### config.mk
export PLATFORM = sky130hd
export DESIGN_NAME = lcd_line_timing_status_core
export DESIGN_NICKNAME = d
export VERILOG_FILES = /design/src/hw/rtl/lcdts_pkg.sv /design/src/hw/rtl/lcdts_step.sv /design/src/hw/rtl/lcd_line_timing_status_core.sv
export SDC_FILE = /design/constraint.sdc
export NUM_CORES = 1
export LEC_CHECK = 0
export ABC_AREA = 1
export BUFFER_PORTS_ARGS = -buffer_cell sky130_fd_sc_hd__buf_4
export CORE_MARGIN = 2
export CORE_UTILIZATION = 59
export CTS_CLUSTER_DIAMETER = 40
export DETAILED_ROUTE_END_ITERATION = 16
export GPL_TIMING_DRIVEN = 1
export PLACE_DENSITY = 0.78
export SLEW_MARGIN = 40
export SYNTH_ARGS = -nofsm -noshare
export SYNTH_HDL_FRONTEND = slang
export SYNTH_SLANG_ARGS = --single-unit
### constraint.sdc
create_clock -name clk_i -period 3.5 [get_ports clk_i]
set_input_delay 0.7 -clock clk_i [delete_from_list [all_inputs] [get_ports clk_i]]
set_output_delay 0.7 -clock clk_i [all_outputs]
set_load 0.05 [all_outputs]
### src/hw/rtl/lcdts_pkg.sv
// Shared types and timing constants for the LCD line timing and status block.
`timescale 1ns / 1ps
package lcdts_pkg;

  localparam int unsigned DotW  = 10;
  localparam int unsigned LineW = 8;
  localparam int unsigned CfgW  = 8;

  localparam logic [DotW-1:0]  DotsPerLine = 10'd456;
  localparam logic [DotW-1:0]  OamEnd      = 10'd80;
  localparam logic [DotW-1:0]  DrawEnd     = 10'd252;
  localparam logic [LineW-1:0] LastLine    = 8'd153;
  localparam logic [LineW-1:0] VblankLine  = 8'd144;

  // LCD mode codes
  localparam logic [1:0] ModeHblank = 2'd0;
  localparam logic [1:0] ModeVblank = 2'd1;
  localparam logic [1:0] ModeOam    = 2'd2;
  localparam logic [1:0] ModeDraw   = 2'd3;

  // Configuration register indexes
  localparam logic [1:0] CfgLcdEnable   = 2'd0;
  localparam logic [1:0] CfgCompareLine = 2'd1;
  localparam logic [1:0] CfgIrqEnables  = 2'd2;

  // Status interrupt enable bit positions
  localparam int unsigned IrqHblank = 0;
  localparam int unsigned IrqVblank = 1;
  localparam int unsigned IrqOam    = 2;
  localparam int unsigned IrqCoin   = 3;

  typedef struct packed {
    logic             lcd_enable;
    logic [LineW-1:0] compare_line;
    logic [3:0]       irq_enables;
  } cfg_t;

  typedef struct packed {
    logic [DotW-1:0]  dot_count;
    logic [LineW-1:0] line_count;
    logic [1:0]       mode_bits;
    logic             coin_flag;
  } timing_t;

  // Packed in output order, line number in the lowest bits.
  typedef struct packed {
    logic             hblank_start;
    logic             line_start;
    logic             frame_done;
    logic             status_request;
    logic             vblank_request;
    logic             coincidence;
    logic [1:0]       lcd_mode;
    logic [LineW-1:0] line_number;
  } result_t;

endpackage

### src/hw/rtl/lcdts_step.sv
// Next-state and result logic for one timing item.
`timescale 1ns / 1ps
module lcdts_step (
  input  lcdts_pkg::cfg_t    cfg_i,
  input  lcdts_pkg::timing_t state_i,
  input  logic [7:0]         elapsed_i,
  output lcdts_pkg::timing_t state_o,
  output lcdts_pkg::result_t result_o
);

  logic [lcdts_pkg::DotW-1:0]  dot_sum;
  logic                        wrap;
  logic [lcdts_pkg::LineW-1:0] line_inc;
  logic                        visible;
  logic [1:0]                  mode_mid;
  logic                        vblank, status, lstart, hstart;
  lcdts_pkg::timing_t          nxt;

  always_comb begin
    nxt      = state_i;
    vblank   = 1'b0;
    status   = 1'b0;
    lstart   = 1'b0;
    hstart   = 1'b0;
    // state below 456 plus at most 255 never overflows ten bits
    dot_sum  = state_i.dot_count + {2'b00, elapsed_i};
    wrap     = dot_sum >= lcdts_pkg::DotsPerLine;
    line_inc = state_i.line_count + 8'd1;
    if (line_inc > lcdts_pkg::LastLine) begin
      line_inc = '0;
    end
    mode_mid = state_i.mode_bits;
    visible  = 1'b0;

    if (cfg_i.lcd_enable) begin
      nxt.dot_count = wrap ? dot_sum - lcdts_pkg::DotsPerLine : dot_sum;
      if (wrap) begin
        nxt.line_count = line_inc;
        if (line_inc == lcdts_pkg::VblankLine) begin
          mode_mid = lcdts_pkg::ModeVblank;
          vblank   = 1'b1;
          status   = status | cfg_i.irq_enables[lcdts_pkg::IrqVblank];
        end else if (line_inc < lcdts_pkg::VblankLine) begin
          mode_mid = lcdts_pkg::ModeOam;
          lstart   = 1'b1;
          status   = status | cfg_i.irq_enables[lcdts_pkg::IrqOam];
        end
        nxt.coin_flag = (line_inc == cfg_i.compare_line);
        if (line_inc == cfg_i.compare_line) begin
          status = status | cfg_i.irq_enables[lcdts_pkg::IrqCoin];
        end
      end
      nxt.mode_bits = mode_mid;
      visible = nxt.line_count < lcdts_pkg::VblankLine;
      if (visible) begin
        if (nxt.dot_count < lcdts_pkg::OamEnd) begin
          nxt.mode_bits = lcdts_pkg::ModeOam;
        end else if (nxt.dot_count < lcdts_pkg::DrawEnd) begin
          nxt.mode_bits = lcdts_pkg::ModeDraw;
        end else begin
          if (mode_mid != lcdts_pkg::ModeHblank) begin
            hstart = 1'b1;
            status = status | cfg_i.irq_enables[lcdts_pkg::IrqHblank];
          end
          nxt.mode_bits = lcdts_pkg::ModeHblank;
        end
      end
    end
  end

  assign state_o = nxt;

  always_comb begin
    result_o.line_number    = nxt.line_count;
    result_o.lcd_mode       = nxt.mode_bits;
    result_o.coincidence    = nxt.coin_flag;
    result_o.vblank_request = vblank;
    result_o.status_request = status;
    result_o.frame_done     = vblank;
    result_o.line_start     = lstart;
    result_o.hblank_start   = hstart;
  end

endmodule

### src/hw/rtl/lcd_line_timing_status_core.sv
// LCD line timing and status core: top level with input, state and result registers.
//
// Usage: each item on the slave stream carries the machine cycles elapsed since
// the previous item. With the display enabled, the cycles are added to the dot
// counter, lines advance every 456 dots (wrapping after line 153), and the mode,
// coincidence flag and interrupt/strobe pulses are produced; one result item per
// input item on the master stream. With the display disabled the state holds
// and the result repeats it with all pulses zero.
// Configuration is written through cfg_we_i/cfg_idx_i/cfg_wdata_i while idle:
// index 0 display enable, 1 compare line, 2 status interrupt enables.
// An accepted item goes into the input register; the state and result registers are
// then updated together from it. Throughput: one item per cycle while the receiver
// keeps taking results, set by the dot/line update loop on the state registers.
// When the receiver stalls, the result register holds and the input register
// takes one more item; then s_axis_tready drops until the result is taken.
// Reset clears the timing state to line 0, dot 0, hblank, enables the display
// and clears the compare line and interrupt enables; both registers go empty.
`timescale 1ns / 1ps
module lcd_line_timing_status_core (
  input  logic        clk_i,
  input  logic        rst_ni,
  input  logic        s_axis_tvalid,
  output logic        s_axis_tready,
  input  logic [7:0]  s_axis_tdata,   // [7:0] elapsed_cycles
  output logic        m_axis_tvalid,
  input  logic        m_axis_tready,
  // [7:0] line_number, [9:8] lcd_mode, [10] coincidence, [11] vblank_request,
  // [12] status_request, [13] frame_done, [14] line_start, [15] hblank_start
  output logic [15:0] m_axis_tdata,
  input  logic        cfg_we_i,
  input  logic [1:0]  cfg_idx_i,
  input  logic [lcdts_pkg::CfgW-1:0] cfg_wdata_i
);

  lcdts_pkg::cfg_t    cfg_q;
  lcdts_pkg::timing_t state_q, state_d;
  lcdts_pkg::result_t result_d, result_q;
  logic               in_valid_q, out_valid_q;
  logic [7:0]         in_data_q;
  logic               out_free, advance;

  assign out_free      = !out_valid_q || m_axis_tready;
  assign advance       = in_valid_q && out_free;
  assign s_axis_tready = !in_valid_q || advance;

  always_ff @(posedge clk_i or negedge rst_ni) begin
    if (!rst_ni) begin
      cfg_q.lcd_enable   <= 1'b1;
      cfg_q.compare_line <= '0;
      cfg_q.irq_enables  <= '0;
    end else if (cfg_we_i) begin
      case (cfg_idx_i)
        lcdts_pkg::CfgLcdEnable:   cfg_q.lcd_enable   <= cfg_wdata_i[0];
        lcdts_pkg::CfgCompareLine: cfg_q.compare_line <= cfg_wdata_i[lcdts_pkg::LineW-1:0];
        lcdts_pkg::CfgIrqEnables:  cfg_q.irq_enables  <= cfg_wdata_i[3:0];
        default: ;
      endcase
    end
  end

  // input register
  always_ff @(posedge clk_i or negedge rst_ni) begin
    if (!rst_ni) begin
      in_valid_q <= 1'b0;
    end else if (s_axis_tvalid && s_axis_tready) begin
      in_valid_q <= 1'b1;
    end else if (advance) begin
      in_valid_q <= 1'b0;
    end
  end

  always_ff @(posedge clk_i) begin
    if (s_axis_tvalid && s_axis_tready) begin
      in_data_q <= s_axis_tdata;
    end
  end

  lcdts_step u_step (
    .cfg_i     (cfg_q),
    .state_i   (state_q),
    .elapsed_i (in_data_q),
    .state_o   (state_d),
    .result_o  (result_d)
  );

  // state and result advance together, once per item
  always_ff @(posedge clk_i or negedge rst_ni) begin
    if (!rst_ni) begin
      state_q     <= '0;
      out_valid_q <= 1'b0;
    end else begin
      if (advance) begin
        state_q <= state_d;
      end
      if (advance) begin
        out_valid_q <= 1'b1;
      end else if (m_axis_tready) begin
        out_valid_q <= 1'b0;
      end
    end
  end

  always_ff @(posedge clk_i) begin
    if (advance) begin
      result_q <= result_d;
    end
  end

  assign m_axis_tvalid = out_valid_q;
  assign m_axis_tdata  = result_q;

endmodule

==> impl_table.tex <==
\begin{tabular}{lr}
\hline
Metric & Value \\
\hline
\multicolumn{2}{l}{\textbf{Clock network}} \\
\quad CTS H-Tree Depth & 3 \\
\quad Clock transition time at the flip-flop clock pins of the worst setup and hold paths & 0.07 ns \\
\quad Clock latency at the later pin of the worst-skew pair & 0.35 ns \\
\quad CTS sink count & 59 \\
\quad Setup repair bufs after CTS & 0 \\
\quad Number of resized instances in the post-cts repair step & 0 \\
\quad Total CTS buffers & 9 \\
\quad Clock Tree Buf Depth & 2 \\
\quad Clock tree from TritonCTS & built \\
\quad Hold buffer count at CTS & 0 \\
\quad Root Buffer Master & sky130\_fd\_sc\_hd\_\_clkbuf\_8 \\
\multicolumn{2}{l}{\textbf{Routing}} \\
\quad Final routed wire length divided by cell count & approximately 14 um \\
\quad Post-DRT Antenna Nets & 0 \\
\quad Via/cell ratio & $\sim$5.2 \\
\quad Count of vias placed by the detailed router & 2855 \\
\quad Count of TritonRoute iterations in the first routing pass & 5 \\
\quad Aggregate routed wire length & 7390 um \\
\quad Number of DRC violations after detailed-routing iteration 0 & 238 \\
\quad Post-detailed-route DRC marker count & 0 \\
\multicolumn{2}{l}{\textbf{Timing}} \\
\quad Crit path time final & roughly 3.0 ns \\
\quad Max Fclk & 0.331 GHz \\
\quad Final critical-path share of the clock period & 0.864 \\
\quad RSZ-0062 raised after global routing & false \\
\quad Final hold vios & 0 \\
\quad Final max-slew violation count & 0 \\
\quad Final Worst Setup Slack & approximately 0.48 ns \\
\quad Final setup violation count & 0 \\
\quad Layout Skew & 0.00663 ns \\
\quad Setup TNS Final & 0 ns \\
\quad Max-slew headroom & 0.668 \\
\quad Worst slew pin tran & 0.498 ns \\
\multicolumn{2}{l}{\textbf{Critical path}} \\
\quad Worst setup SP type & flip-flop \\
\quad Data arrival time of the worst path & 3.12 ns \\
\quad Worst setup EP type & flip-flop \\
\quad Worst R2R Start & state\_q[11]\$\_DFFE\_PN0P\_ \\
\quad Critical path type & flip-flop to flip-flop \\
\quad Required @ worst endpoint & 3.60 ns \\
\quad Setup crit start & state\_q[11]\$\_DFFE\_PN0P\_ \\
\quad Top fanout value on the critical path & 4 \\
\multicolumn{2}{l}{\textbf{Yosys}} \\
\quad Area of the mapped netlist & around 3500 um2 \\
\quad Synthesized Nets & about 460 \\
\quad Yosys top cell by area & sky130\_fd\_sc\_hd\_\_dfrtp\_1 \\
\quad Number of synthesized flops with an enable pin & 23 \\
\quad Number of synthesized register bits & 59 \\
\quad Count of unique library cells instantiated by Yosys & 42 \\
\quad Fraction of registers with async set/reset & 0.610 \\
\quad Fraction of the yosys area taken by sequential cells & 0.454 \\
\quad Synthesized area per cell & 8.36 um2 \\
\quad Area share of the leading cell type in the synthesized netlist & 0.250 \\
\quad Number of synthesis warnings & 0 \\
\quad Synth area leaders & sky130\_fd\_sc\_hd\_\_dfrtp\_1 (25\%), sky130\_fd\_sc\_hd\_\_edfxtp\_1 (20\%), sky130\_fd\_sc\_hd\_\_nand2\_1 (14\%) \\
\quad Instance count of the mapped netlist & approximately 420 \\
\quad Primary FF master, synth & sky130\_fd\_sc\_hd\_\_dfrtp\_1 \\
\multicolumn{2}{l}{\textbf{Floorplanning}} \\
\quad Die X-Extent & 81.1 um \\
\quad Die Y-Extent & slightly above 80 um \\
\quad Number of I/O pins & just over 40 \\
\quad Num rows & 28 \\
\quad Full die area & 6570 um2 \\
\quad Initial Util & 0.603 \\
\quad Core area & between 5000 and 6000 um2 \\
\multicolumn{2}{l}{\textbf{Final layout}} \\
\quad Fill cell instance count of the final layout & 486 \\
\quad Antenna cell count & 0 \\
\quad Post-layout net count & around 500 \\
\quad Fraction of final layout cells with drive strength greater than 1 & 0.219 \\
\quad Area growth from synthesis to layout & 15.4\% \\
\multicolumn{2}{l}{\textbf{Global routing}} \\
\quad Global Route Usage Sum & 0.245 \\
\quad First-pass GRT wire length & 12000 um \\
\quad Pin count of the biggest net entering global routing & 37 \\
\quad Overflow left after global routing & 0 \\
\quad Number of antenna violations at the first check in global routing & 0 \\
\quad Via count of the first global-routing pass & between 2000 and 3000 \\
\multicolumn{2}{l}{\textbf{Run status}} \\
\quad Outcome & completed \\
\multicolumn{2}{l}{\textbf{Placed design}} \\
\quad Final weighted congestion of routability-driven global placement & 0.878 \\
\quad Input/output buffers & 40 \\
\quad Post-DP HPWL & 5440 um \\
\quad Place WS & 0.539 ns \\
\multicolumn{2}{l}{\textbf{Power and ir drop}} \\
\quad Leak Pwr & 2.04 nW \\
\quad Cell Pwr Density & 963 nW/um2 \\
\quad Worst ir drop on vdd & around 510 uV \\
\multicolumn{2}{l}{\textbf{Run}} \\
\quad MaxCap Viol Count & 0 \\
\multicolumn{2}{l}{\textbf{Min path}} \\
\quad Worst hold-check path type & input pin to asynchronous set/reset pin \\
\hline
\end{tabular}
==> synthesized netlist by cell type (2+ instances only) <==
cell type / count
sky130_fd_sc_hd__mux2_2: 4
sky130_fd_sc_hd__o21ai_1: 5
sky130_fd_sc_hd__nor2_4: 2
sky130_fd_sc_hd__edfxtp_1: 23
sky130_fd_sc_hd__xor2_1: 7
sky130_fd_sc_hd__inv_1: 51
sky130_fd_sc_hd__inv_2: 4
sky130_fd_sc_hd__ha_1: 12
sky130_fd_sc_hd__nand3_2: 5
sky130_fd_sc_hd__nand2_2: 9
sky130_fd_sc_hd__clkbuf_1: 2
sky130_fd_sc_hd__a21boi_1: 2
sky130_fd_sc_hd__nand2_4: 4
sky130_fd_sc_hd__dfrtp_1: 35
sky130_fd_sc_hd__a31oi_1: 2
sky130_fd_sc_hd__nand4_1: 4
sky130_fd_sc_hd__a21oi_1: 6
sky130_fd_sc_hd__xnor2_1: 6
sky130_fd_sc_hd__o21ai_2: 9
sky130_fd_sc_hd__o21ai_0: 23
sky130_fd_sc_hd__nand3_1: 30
sky130_fd_sc_hd__nor2_1: 19
sky130_fd_sc_hd__nor2_2: 3
sky130_fd_sc_hd__nand2_1: 134
==> flip-flops by register name, indices dropped and copies added, names as in the netlist <==
name           flops
in_valid_q         1
m_axis_tdata      15
cfg_q             13
in_data_q          8
state_q           21
m_axis_tvalid      1
==> layer usage <==
layer,vias up,part of all wire,GRT usage
li1,1445,-,-
met1,1312,0.48,0.343
met2,84,0.45,0.367
met3,14,0.047,0.0411
met4,0,0.022,0.127
met5,-,0,0
==> worst paths after layout <==
check                      depth (start not counted)                   endpoint  slack [ns]
min reg2reg                                        2     state_q[0]$_DFFE_PN0P_        0.48
max reg2reg                                       19  m_axis_tdata[9]$_DFFE_PP_        0.48
max in group asynchronous                          1      cfg_q[12]$_DFFE_PN1P_        2.81
max                                               19  m_axis_tdata[9]$_DFFE_PP_        0.48
min                                                1    state_q[17]$_DFFE_PN0P_        0.31
min in group clk_i                                 2     state_q[0]$_DFFE_PN0P_        0.48
==> layout make-up <==
type	count	area, um2	area share
Clock inverter	5	30.0	0.00743
Inverter	56	210	0.0520
Tap cell	75	93.8	0.0232
Clock buffer	10	138	0.0340
Timing Repair Buffer	41	308	0.0761
Sequential cell	59	1590	0.394
Multi-Input combinational cell	299	1670	0.413
==> power breakdown <==
group          switching (mW)  total (mW)  internal [mW]  leakage (nW)
Combinational            1.51        2.25          0.746          1.28
Sequential              0.140        1.09          0.953         0.678
Clock                   0.278       0.545          0.268        0.0839
==> cell families after synthesis <==
logic type	share of synthesized area
AOI/OAI and AO/OA	0.0878
buffers and inverters	0.0689
DFF	0.454
and+or+nand+nor	0.290
xor gates and xnor gates	0.0371
adders and majority gates	0.0486
muxes	0.0129
==> through the flow <==
| stage | instances | cell area (um2) | util | hold WS [ns] | power, mW |
|---|---|---|---|---|---|
| floorplan | 419 | 3500 | - | 0.404 | 2.86 |
| global placement | 530 | 3870 | 0.666 | 0.457 | 3.27 |
| detailed placement | 530 | 3870 | 0.666 | 0.467 | 3.33 |
| CTS | 545 | 4040 | 0.695 | 0.336 | 3.88 |
| global route | 545 | 4040 | 0.695 | 0.361 | 4.20 |
| finish | 545 | 4040 | 0.695 | 0.308 | 3.89 |
==> layout by cell type (no fill, tap or decap), drive strengths merged, types with 2 or more instances in the layout <==
| master | instances |
|---|---|
| nand2 | 147 |
| inv | 55 |
| buf | 41 |
| o21ai | 37 |
| nand3 | 36 |
| dfrtp | 35 |
| nor2 | 24 |
| edfxtp | 23 |
| ha | 12 |
| clkbuf | 10 |
| xor2 | 8 |
| a21oi | 7 |
| xnor2 | 6 |
| nand4 | 4 |
| mux2 | 4 |
| clkinv | 4 |
| a21boi | 2 |
| a31oi | 2 |
| clkinvlp | 2 |
| nand3b | 2 |
| or2 | 2 |
==> critical path: stages, from the launching register on <==
cell and delay, ns:
sky130_fd_sc_hd__dfrtp_1 0.39, sky130_fd_sc_hd__ha_1 0.25, sky130_fd_sc_hd__fa_1 0.43, sky130_fd_sc_hd__nand2_1 0.10, sky130_fd_sc_hd__nand3_2 0.10, sky130_fd_sc_hd__nand2_1 0.10
sky130_fd_sc_hd__nand2_1 0.06, sky130_fd_sc_hd__nand2_1 0.09, sky130_fd_sc_hd__inv_1 0.06, sky130_fd_sc_hd__ha_1 0.20, sky130_fd_sc_hd__nand2_1 0.09, sky130_fd_sc_hd__nand2_1 0.08
sky130_fd_sc_hd__nor2_1 0.10, sky130_fd_sc_hd__nand3_1 0.10, sky130_fd_sc_hd__nand3_1 0.14, sky130_fd_sc_hd__nor2_1 0.06, sky130_fd_sc_hd__a21oi_2 0.15, sky130_fd_sc_hd__nand2_2 0.09
sky130_fd_sc_hd__nand2_1 0.10, sky130_fd_sc_hd__o21ai_0 0.08
(Power assumes the default switching activity.)
